--- src/sv/qoipe_pkg.sv ---
package qoipe_pkg;

    localparam logic [7:0] OP_INDEX = 8'h00;
    localparam logic [7:0] OP_DIFF  = 8'h40;
    localparam logic [7:0] OP_LUMA  = 8'h80;
    localparam logic [7:0] OP_RUN   = 8'hc0;
    localparam logic [7:0] OP_RGB   = 8'hfe;
    localparam logic [7:0] OP_RGBA  = 8'hff;

    // Run count that forces a flush on the next repeat (62 repeats in all)
    localparam logic [5:0] RUN_LAST = 6'd61;

    localparam logic [31:0] PREV_RESET = 32'h0000_00ff;

    localparam int MAX_BYTES = 6;

    // Bytes produced by one pixel, in emission order
    typedef struct packed {
        logic [MAX_BYTES-1:0][7:0] bytes;
        logic [2:0]                n;
        logic                      last;
    } qoipe_rec_t;

    typedef struct packed {
        logic full;
        logic empty;
    } qoipe_qstat_t;

endpackage

--- src/sv/qoipe_front.sv ---
module qoipe_front
    import qoipe_pkg::*;
(
    input  logic         clk,
    input  logic         rst_n,
    input  logic         alpha_mode,
    input  logic         s_tvalid,
    output logic         s_tready,
    input  logic [31:0]  s_tdata,
    input  logic         s_tlast,
    input  qoipe_qstat_t q_stat,
    output logic         q_push,
    output qoipe_rec_t   q_wdata
);

    logic [31:0] mem [64];
    logic [63:0] vld_reg, vld_next;

    logic        st_valid_reg;
    logic [31:0] px_reg;
    logic        last_reg;
    logic [5:0]  hash_reg;
    logic [31:0] mem_rd_reg;
    logic        hit_vld_reg;
    logic        fwd_reg;
    logic [31:0] fwd_pix_reg;

    logic [31:0] prev_reg, prev_next;
    logic [5:0]  run_reg, run_next;

    logic [7:0]  in_r, in_g, in_b, in_a;
    logic [5:0]  in_hash;
    logic        accept;
    logic        fire;
    logic        do_write;

    logic [7:0]  r, g, b, a, pr, pg, pb, pa;
    logic        eq, hit;
    logic [31:0] entry;
    logic [7:0]  vr, vg, vb, vgr, vgb;
    logic [7:0]  dr2, dg2, db2, lg32, lr8, lb8;
    logic [4:0][7:0] ob;
    logic [2:0]  on;
    logic [5:0]  run_m1;
    qoipe_rec_t  rec;

    assign in_r = s_tdata[7:0];
    assign in_g = s_tdata[15:8];
    assign in_b = s_tdata[23:16];
    assign in_a = alpha_mode ? s_tdata[31:24] : 8'hff;
    assign in_hash = 6'(in_r[5:0] * 6'd3 + in_g[5:0] * 6'd5 + in_b[5:0] * 6'd7
                        + in_a[5:0] * 6'd11);

    assign fire     = st_valid_reg && !q_stat.full;
    assign s_tready = !st_valid_reg || fire;
    assign accept   = s_tvalid && s_tready;

    assign {r, g, b, a}     = px_reg;
    assign {pr, pg, pb, pa} = prev_reg;

    assign eq    = (px_reg == prev_reg);
    assign entry = fwd_reg ? fwd_pix_reg : (hit_vld_reg ? mem_rd_reg : 32'h0);
    assign hit   = (entry == px_reg);
    assign do_write = fire && !eq && !hit;

    assign vr  = r - pr;
    assign vg  = g - pg;
    assign vb  = b - pb;
    assign vgr = vr - vg;
    assign vgb = vb - vg;
    assign dr2 = vr + 8'd2;
    assign dg2 = vg + 8'd2;
    assign db2 = vb + 8'd2;
    assign lg32 = vg + 8'd32;
    assign lr8 = vgr + 8'd8;
    assign lb8 = vgb + 8'd8;
    assign run_m1 = run_reg - 6'd1;

    // Main op bytes for a pixel that breaks the run
    always_comb
    begin
        ob = '0;
        on = 3'd0;
        if (hit)
        begin
            ob[0] = OP_INDEX | {2'b00, hash_reg};
            on    = 3'd1;
        end
        else if (alpha_mode && a != pa)
        begin
            ob[0] = OP_RGBA;
            ob[1] = r;
            ob[2] = g;
            ob[3] = b;
            ob[4] = a;
            on    = 3'd5;
        end
        else if (dr2[7:2] == 6'd0 && dg2[7:2] == 6'd0 && db2[7:2] == 6'd0)
        begin
            ob[0] = OP_DIFF | {2'b00, dr2[1:0], dg2[1:0], db2[1:0]};
            on    = 3'd1;
        end
        else if (lg32[7:6] == 2'd0 && lr8[7:4] == 4'd0 && lb8[7:4] == 4'd0)
        begin
            ob[0] = OP_LUMA | {2'b00, lg32[5:0]};
            ob[1] = {lr8[3:0], lb8[3:0]};
            on    = 3'd2;
        end
        else
        begin
            ob[0] = OP_RGB;
            ob[1] = r;
            ob[2] = g;
            ob[3] = b;
            on    = 3'd4;
        end
    end

    always_comb
    begin
        rec      = '0;
        rec.last = last_reg;
        run_next = 6'd0;
        if (eq)
        begin
            if (run_reg == RUN_LAST || last_reg)
            begin
                rec.bytes[0] = OP_RUN | {2'b00, run_reg};
                rec.n        = 3'd1;
            end
            else
            begin
                run_next = run_reg + 6'd1;
            end
        end
        else if (run_reg != 6'd0)
        begin
            rec.bytes = {ob, OP_RUN | {2'b00, run_m1}};
            rec.n     = on + 3'd1;
        end
        else
        begin
            rec.bytes = {8'h00, ob};
            rec.n     = on;
        end
        if (last_reg)
        begin
            run_next = 6'd0;
        end
        prev_next = last_reg ? PREV_RESET : px_reg;
    end

    always_comb
    begin
        vld_next = vld_reg;
        if (do_write)
        begin
            vld_next[hash_reg] = 1'b1;
        end
        if (fire && last_reg)
        begin
            vld_next = '0;
        end
    end

    assign q_push  = fire && (rec.n != 3'd0);
    assign q_wdata = rec;

    always_ff @(posedge clk)
    begin
        if (do_write)
        begin
            mem[hash_reg] <= px_reg;
        end
        if (accept)
        begin
            mem_rd_reg <= mem[in_hash];
        end
    end

    // Stage payload; bypass a same-address write and an end-of-image clear
    always_ff @(posedge clk)
    begin
        if (accept)
        begin
            px_reg      <= {in_r, in_g, in_b, in_a};
            last_reg    <= s_tlast;
            hash_reg    <= in_hash;
            hit_vld_reg <= vld_reg[in_hash] && !(fire && last_reg);
            fwd_reg     <= do_write && !last_reg && (hash_reg == in_hash);
            fwd_pix_reg <= px_reg;
        end
    end

    always_ff @(posedge clk or negedge rst_n)
    begin
        if (!rst_n)
        begin
            st_valid_reg <= 1'b0;
            vld_reg      <= '0;
            prev_reg     <= PREV_RESET;
            run_reg      <= 6'd0;
        end
        else
        begin
            st_valid_reg <= accept || (st_valid_reg && !fire);
            vld_reg      <= vld_next;
            if (fire)
            begin
                prev_reg <= prev_next;
                run_reg  <= run_next;
            end
        end
    end

endmodule

--- src/sv/qoipe_queue.sv ---
module qoipe_queue
    import qoipe_pkg::*;
#(
    parameter int DEPTH = 4
)
(
    input  logic         clk,
    input  logic         rst_n,
    input  logic         push,
    input  qoipe_rec_t   wdata,
    input  logic         pop,
    output qoipe_rec_t   rdata,
    output qoipe_qstat_t stat
);

    localparam int AW = (DEPTH > 1) ? $clog2(DEPTH) : 1;
    localparam int CW = $clog2(DEPTH + 1);
    localparam logic [AW-1:0] PTR_LAST = AW'(DEPTH - 1);
    localparam logic [CW-1:0] CNT_FULL = CW'(DEPTH);

    qoipe_rec_t    mem [DEPTH];
    logic [AW-1:0] wr_ptr_reg, rd_ptr_reg;
    logic [CW-1:0] count_reg;

    assign rdata      = mem[rd_ptr_reg];
    assign stat.full  = (count_reg == CNT_FULL);
    assign stat.empty = (count_reg == '0);

    always_ff @(posedge clk)
    begin
        if (push)
        begin
            mem[wr_ptr_reg] <= wdata;
        end
    end

    always_ff @(posedge clk or negedge rst_n)
    begin
        if (!rst_n)
        begin
            wr_ptr_reg <= '0;
            rd_ptr_reg <= '0;
            count_reg  <= '0;
        end
        else
        begin
            if (push)
            begin
                wr_ptr_reg <= (wr_ptr_reg == PTR_LAST) ? '0 : wr_ptr_reg + 1'b1;
            end
            if (pop)
            begin
                rd_ptr_reg <= (rd_ptr_reg == PTR_LAST) ? '0 : rd_ptr_reg + 1'b1;
            end
            if (push && !pop)
            begin
                count_reg <= count_reg + 1'b1;
            end
            else if (pop && !push)
            begin
                count_reg <= count_reg - 1'b1;
            end
        end
    end

endmodule

--- src/sv/qoipe_back.sv ---
module qoipe_back
    import qoipe_pkg::*;
(
    input  logic         clk,
    input  logic         rst_n,
    input  qoipe_qstat_t q_stat,
    input  qoipe_rec_t   q_rdata,
    output logic         q_pop,
    output logic         m_tvalid,
    input  logic         m_tready,
    output logic [7:0]   m_tdata,
    output logic [0:0]   m_tuser,
    output logic         m_tlast
);

    qoipe_rec_t  cur_reg;
    logic        cur_valid_reg;
    logic [2:0]  idx_reg;
    logic        m_tvalid_reg;
    logic [7:0]  m_tdata_reg;
    logic        item_done_reg;
    logic        m_tlast_reg;

    logic        out_free;
    logic        emit;
    logic        item_end;
    logic        cur_done;

    assign out_free = !m_tvalid_reg || m_tready;
    assign emit     = cur_valid_reg && out_free;
    assign item_end = (idx_reg == cur_reg.n - 3'd1);
    assign cur_done = emit && item_end;
    assign q_pop    = !q_stat.empty && (!cur_valid_reg || cur_done);

    assign m_tvalid   = m_tvalid_reg;
    assign m_tdata    = m_tdata_reg;
    assign m_tuser[0] = item_done_reg;
    assign m_tlast    = m_tlast_reg;

    always_ff @(posedge clk)
    begin
        if (q_pop)
        begin
            cur_reg <= q_rdata;
        end
        if (emit)
        begin
            m_tdata_reg   <= cur_reg.bytes[idx_reg];
            item_done_reg <= item_end;
            m_tlast_reg   <= item_end && cur_reg.last;
        end
    end

    always_ff @(posedge clk or negedge rst_n)
    begin
        if (!rst_n)
        begin
            cur_valid_reg <= 1'b0;
            idx_reg       <= 3'd0;
            m_tvalid_reg  <= 1'b0;
        end
        else
        begin
            if (q_pop)
            begin
                cur_valid_reg <= 1'b1;
                idx_reg       <= 3'd0;
            end
            else if (cur_done)
            begin
                cur_valid_reg <= 1'b0;
            end
            else if (emit)
            begin
                idx_reg <= idx_reg + 3'd1;
            end
            if (emit)
            begin
                m_tvalid_reg <= 1'b1;
            end
            else if (m_tready)
            begin
                m_tvalid_reg <= 1'b0;
            end
        end
    end

endmodule

--- src/sv/qoi_pixel_encoder_top.sv ---
// Path: a pixel's first byte passes the classifier stage register, the queue,
// the serializer's current record register and the output byte register.
// Throughput, while m_tready is high: one pixel per cycle if each pixel yields
// at most one byte; otherwise one output byte per cycle, set by the byte serializer.
// The byte queue between classifier and serializer is QUEUE_DEPTH pixels deep.
// Reset: previous pixel opaque black, run zero, color index cleared (valid bits),
// alpha_mode 1; the same image state is restored after every last pixel.
module qoi_pixel_encoder_top
    import qoipe_pkg::*;
#(
    parameter int QUEUE_DEPTH = 4
)
(
    input  logic        clk,
    input  logic        rst_n,
    input  logic        cfg_valid,
    output logic        cfg_ready,
    input  logic [0:0]  cfg_data,    // alpha_mode
    input  logic        s_tvalid,
    output logic        s_tready,
    input  logic [31:0] s_tdata,     // red, green, blue, alpha
    input  logic        s_tlast,     // last_pixel
    output logic        m_tvalid,
    input  logic        m_tready,
    output logic [7:0]  m_tdata,     // out_byte
    output logic [0:0]  m_tuser,     // item_done
    output logic        m_tlast      // stream_done
);

    logic         alpha_mode_reg;
    qoipe_qstat_t q_stat;
    logic         q_push;
    logic         q_pop;
    qoipe_rec_t   q_wdata;
    qoipe_rec_t   q_rdata;

    assign cfg_ready = 1'b1;

    always_ff @(posedge clk or negedge rst_n)
    begin
        if (!rst_n)
        begin
            alpha_mode_reg <= 1'b1;
        end
        else if (cfg_valid && cfg_ready)
        begin
            alpha_mode_reg <= cfg_data[0];
        end
    end

    qoipe_front u_front (
        .clk        (clk),
        .rst_n      (rst_n),
        .alpha_mode (alpha_mode_reg),
        .s_tvalid   (s_tvalid),
        .s_tready   (s_tready),
        .s_tdata    (s_tdata),
        .s_tlast    (s_tlast),
        .q_stat     (q_stat),
        .q_push     (q_push),
        .q_wdata    (q_wdata)
    );

    qoipe_queue #(
        .DEPTH (QUEUE_DEPTH)
    ) u_queue (
        .clk   (clk),
        .rst_n (rst_n),
        .push  (q_push),
        .wdata (q_wdata),
        .pop   (q_pop),
        .rdata (q_rdata),
        .stat  (q_stat)
    );

    qoipe_back u_back (
        .clk      (clk),
        .rst_n    (rst_n),
        .q_stat   (q_stat),
        .q_rdata  (q_rdata),
        .q_pop    (q_pop),
        .m_tvalid (m_tvalid),
        .m_tready (m_tready),
        .m_tdata  (m_tdata),
        .m_tuser  (m_tuser),
        .m_tlast  (m_tlast)
    );

    a_no_push_full: assert property (@(posedge clk) disable iff (!rst_n)
        q_push |-> !q_stat.full)
        else $error("push into full queue");

    a_no_pop_empty: assert property (@(posedge clk) disable iff (!rst_n)
        q_pop |-> !q_stat.empty)
        else $error("pop from empty queue");

    a_frame_end_item: assert property (@(posedge clk) disable iff (!rst_n)
        (m_tvalid && m_tlast) |-> m_tuser[0])
        else $error("frame end not on last byte of a pixel");

    a_empty_idle: assert property (@(posedge clk) disable iff (!rst_n)
        (q_stat.empty && !q_push) |=> !q_pop)
        else $error("pop without queued record");

endmodule

--- config.mk ---
export PLATFORM = sky130hd
export DESIGN_NAME = qoi_pixel_encoder_top
export DESIGN_NICKNAME = d
export VERILOG_FILES = /design/src/sv/qoipe_pkg.sv /design/src/sv/qoipe_front.sv /design/src/sv/qoipe_queue.sv /design/src/sv/qoipe_back.sv /design/src/sv/qoi_pixel_encoder_top.sv
export SDC_FILE = /design/constraint.sdc
export NUM_CORES = 2
export LEC_CHECK = 0
export ABC_AREA = 0
export BUFFER_PORTS_ARGS = -buffer_cell sky130_fd_sc_hd__clkbuf_2
export CAP_MARGIN = 30
export CORE_UTILIZATION = 35
export DETAILED_ROUTE_END_ITERATION = 10
export GPL_TIMING_DRIVEN = 0
export SYNTH_ARGS = -nofsm -noshare
export SYNTH_HDL_FRONTEND = slang
export SYNTH_HIERARCHICAL = 1
export SYNTH_SLANG_ARGS = --single-unit
export TNS_END_PERCENT = 20
--- constraint.sdc ---
create_clock -name clk -period 21.3 [get_ports clk]
set_input_delay 2.13 -clock clk [delete_from_list [all_inputs] [get_ports clk]]
set_output_delay 2.13 -clock clk [all_outputs]
set_load 0.02 [all_outputs]
==> impl_metrics.yaml <==
outcome:
  outcome: "finished clean"
sta:
  worstMarginPinSlew_ps: 1010
  finalSetupViolations: 0
  fin_setup_tns_ps: 0
  finalHoldViolations: 0
  fin_worst_skew_ps: 76.8
  fmaxAchievable_mhz: 120
  slew_headroom_pct: 32.6
  slew_viol_final: 0
  min_period_ps: 8350
  fin_crit_sh_pct: 39.2
  rsz0062_at_grt: "no"
detailed_routing:
  drtIter0Drc: 6017
  viasPerCell: 5.49
  vias: 50632
  postRouteAntennaNets: 0
  wire_per_inst_um: 28.8
  drc: 0
  first_pass_iters: 7
  routed_wl_mm: 266
clock_network:
  cts_setup_buffers: 0
  cts_hold_buf: 0
  cts_resized: 0
  htreeDepth: 4
  path_clk_slew_ps: 60
  clk_latency_ps: 910
  cts-buffers-inserted: 241
  cts_tree: "built"
  clk_path_buf_depth: 3
  cts-root-buf: "clkbuf_16"
  clock_sinks: 2539
critical_path:
  worstSetupPathType: "flop to flop"
  cp-startpoint: "u_front/px_reg[24]$_DFFE_PP_"
  cp_max_fo: 52
  rr_worst_depth: 23
  cpMostUsedCell: "ha_1"
  max_stage_delay_ps: 830
  cp-endpoint: "u_queue/mem[0][41]$_DFFE_PP_"
  cpMaxStageDelayCell: "and2_4"
  critPathLaunchType: "flop"
  reg2reg_to: "u_queue/mem[0][41]$_DFFE_PP_"
  rrSetupSlack_ps: 12950
  cp.required_ps: 21760
  r2r-start: "u_front/px_reg[24]$_DFFE_PP_"
  crit_chain: "buf_16 -> inv_1 -> ha_1 -> fa_1 -> nand2b_1 -> a21oi_1 -> nor4_1 -> a311o_1 -> ha_1 -> ha_1 -> inv_1 -> or4_1 -> nand4b_1 -> nor3_1 -> or4b_1 -> mux2_2 -> or2_4 -> nor3_1 -> ha_1 -> nand3_1 -> mux2i_1 -> o21a_1 -> and2_4"
  arrival_ps: 8810
  cp-end-kind: "flop"
final_layout:
  final_util_pct: 41.6
  fin_cells: 9219
  final_nets: 5376
  multi_input_area_mm2: 0.0246
  drive_gt1_share_pct: 28.0
  ff_latch_area_mm2: 0.0757
  largest_reg_flops: 2048
  syn_to_final_growth_pct: 18.2
  nFillCells: 24807
grt:
  use_met1_pct: 25.1
  grt_pass1_wl_mm: 379
  busiest_layer: "met2"
  grt_use_met3_pct: 3.28
  antenna_found_initial: 16
  grt_usage_pct: 18.1
  grt_max_degree: 104
  grt_overflow_total: 0
  groute.layer.met2.usage_pct: 29.0
  grt_pass1_vias: 51492
die:
  start_util_pct: 35.2
  fp-row-count: 197
  core_mm2: 0.288
  boundaryPins: 52
  die_area_mm2: 0.292
  die_y_um: 540
  die_x_um: 540
synthesis:
  synth_seq_cells: 2539
  yosysTopAreaCell: "edfxtp_1"
  synth_area_leaders: "edfxtp_1 (72%), mux4_2 (16%), dfrtp_1 (2.6%)"
  ys_seq_area_share_pct: 74.7
  synth_cell_type_count: 96
  synthArstFlopShare_pct: 4.57
  synth_cells: 4691
  yosys_warnings: 6
  ys.flop_type: "edfxtp_1"
  syn-num-nets: 4838
  synth_top_area_share_pct: 71.8
  avgSynthCellArea_um2: 21.6
  synth-edff-count: 2423
  syn_area_mm2: 0.101
pwr:
  power.density_mw_per_mm2: 164
  power_uw: 19600
  peakVddDrop_uv: 157
  p_int_uw: 12000
  p_seq_share_pct: 31.8
  p_clk_share_pct: 21.4
  leakagePower_uw: 0.0384
  net-switching-power_uw: 7580
  switching_share_pct: 38.6
  power_frac_comb_pct: 46.7
place:
  gp_congestion: 0.887
  numPortBuffers: 50
  dpl.hpwl_mm: 186
  dp_cells: 8756
hold_path:
  hp-class: "flop to flop"
run:
  drv_cap: 0
[power groups by stage]
stage,logic (uW),registers [uW],clock network (uW)
after floorplan,4910,6360,0
after global placement,8310,6510,0
after detailed placement,9090,6360,0
after CTS,9120,6250,4280
after global routing,9500,6280,4450
final,9180,6250,4200
[placed cells by master (no fill, tap or decap), drive strengths merged, types with 10 or more instances in the layout]
cell type / Yosys / layout
mux4: 720 / 720
nand3: 18 / 18
a21oi: 25 / 25
and2: 15 / 15
ha: 79 / 79
mux2: 37 / 37
bufinv: 0 / 20
nor4: 13 / 13
nor2: 114 / 114
o211ai: 10 / 10
nor3: 23 / 23
dfrtp: 107 / 107
o21a: 70 / 70
o22ai: 15 / 15
a22oi: 34 / 34
o221ai: 12 / 12
o31ai: 25 / 25
clkinv: 0 / 117
nand2: 129 / 129
clkbuf: 156 / 497
fa: 29 / 29
edfxtp: 2423 / 2423
xnor2: 58 / 58
buf: 77 / 322
nand4: 24 / 24
o21ai: 90 / 90
mux2i: 48 / 48
and3: 13 / 13
nor2b: 14 / 14
inv: 131 / 144
nand2b: 22 / 22
xor2: 36 / 36
[worst min-delay path by stage]
stage	startpoint	to	slack [ps]	depth (start not counted)
after global placement	u_front/prev_reg[8]$_DFFE_PN0P_	u_front/prev_reg[8]$_DFFE_PN0P_	460	2
after floorplan	u_front/prev_reg[0]$_DFFE_PN1P_	u_front/prev_reg[0]$_DFFE_PN1P_	440	2
after CTS	u_front/prev_reg[2]$_DFFE_PN1P_	u_front/prev_reg[2]$_DFFE_PN1P_	470	2
after detailed placement	u_front/prev_reg[2]$_DFFE_PN1P_	u_front/prev_reg[2]$_DFFE_PN1P_	460	2
final	u_front/prev_reg[2]$_DFFE_PN1P_	u_front/prev_reg[2]$_DFFE_PN1P_	460	2
after global routing	u_front/prev_reg[1]$_DFFE_PN1P_	u_front/prev_reg[1]$_DFFE_PN1P_	490	2
[cell type report]
type | count | area share, %
diodes | 5 | 0.0105
plain buffers | 234 | 0.853
clock buffers | 291 | 5.21
clock inverters | 156 | 1.23
inverters | 131 | 0.411
multi-input cells | 1787 | 20.6
flip-flops and latches | 2539 | 63.2
well taps | 3781 | 3.95
repair buffers | 295 | 4.58
[critical path: cells and delay by family, from the launching register on]
family / cells / cell delay, ps
AND/OR/NAND/NOR: 10 / 3040
adder cells (fa/ha/maj): 5 / 1600
AO/OA/AOI/OAI: 3 / 1190
multiplexers: 2 / 820
flip-flops: 1 / 740
buffers and inverters: 3 / 490
[synth_stat cells (9+ instances only)]
cell type	count
a21oi_1	24
a22oi_1	34
and2_1	15
and3_1	13
buf_1	55
buf_2	11
clkbuf_1	153
dfrtp_1	107
dfstp_2	9
edfxtp_1	2423
fa_1	29
ha_1	79
inv_1	129
mux2_2	36
mux2i_1	48
mux4_2	716
nand2_1	128
nand2b_1	22
nand3_1	17
nand4_1	24
nor2_1	113
nor2b_1	14
nor3_1	21
nor4_1	13
o211ai_1	10
o21a_1	70
o21ai_0	87
o221ai_1	11
o22ai_1	15
o31ai_1	25
xnor2_1	58
xor2_1	36
[per-layer routing]
| metal | vias to the layer above | wire (um) |
|---|---|---|
| li1 | 20660 | - |
| met1 | 27402 | 110000 |
| met2 | 2177 | 126000 |
| met3 | 393 | 21600 |
| met4 | 0 | 8360 |
| met5 | - | 0 |
[metrics by stage]
step,hold WS (ps),worst slack [ps],cell area (um^2)
2_1_floorplan,441,13520,101000
3_3_place_gp,464,9780,106000
3_5_place_dp,457,12300,112000
4_1_cts,465,12930,120000
5_1_grt,489,12670,120000
6_report,462,12950,120000
[cell families (layout without fill, tap and decap cells)]
family | count (synthesis) | count (layout) | synth area share (%)
adder cells (fa/ha/maj) | 108 | 108 | 1.55
multiplexers | 805 | 805 | 16.9
XOR/XNOR | 96 | 96 | 0.862
AO/OA/AOI/OAI | 345 | 345 | 2.36
buffers and inverters | 365 | 1107 | 1.49
other | 1 | 6 | 0.00370
AND/OR/NAND/NOR | 432 | 432 | 2.12
flip-flops | 2539 | 2539 | 74.7
Power figures use the tool's default switching activity.
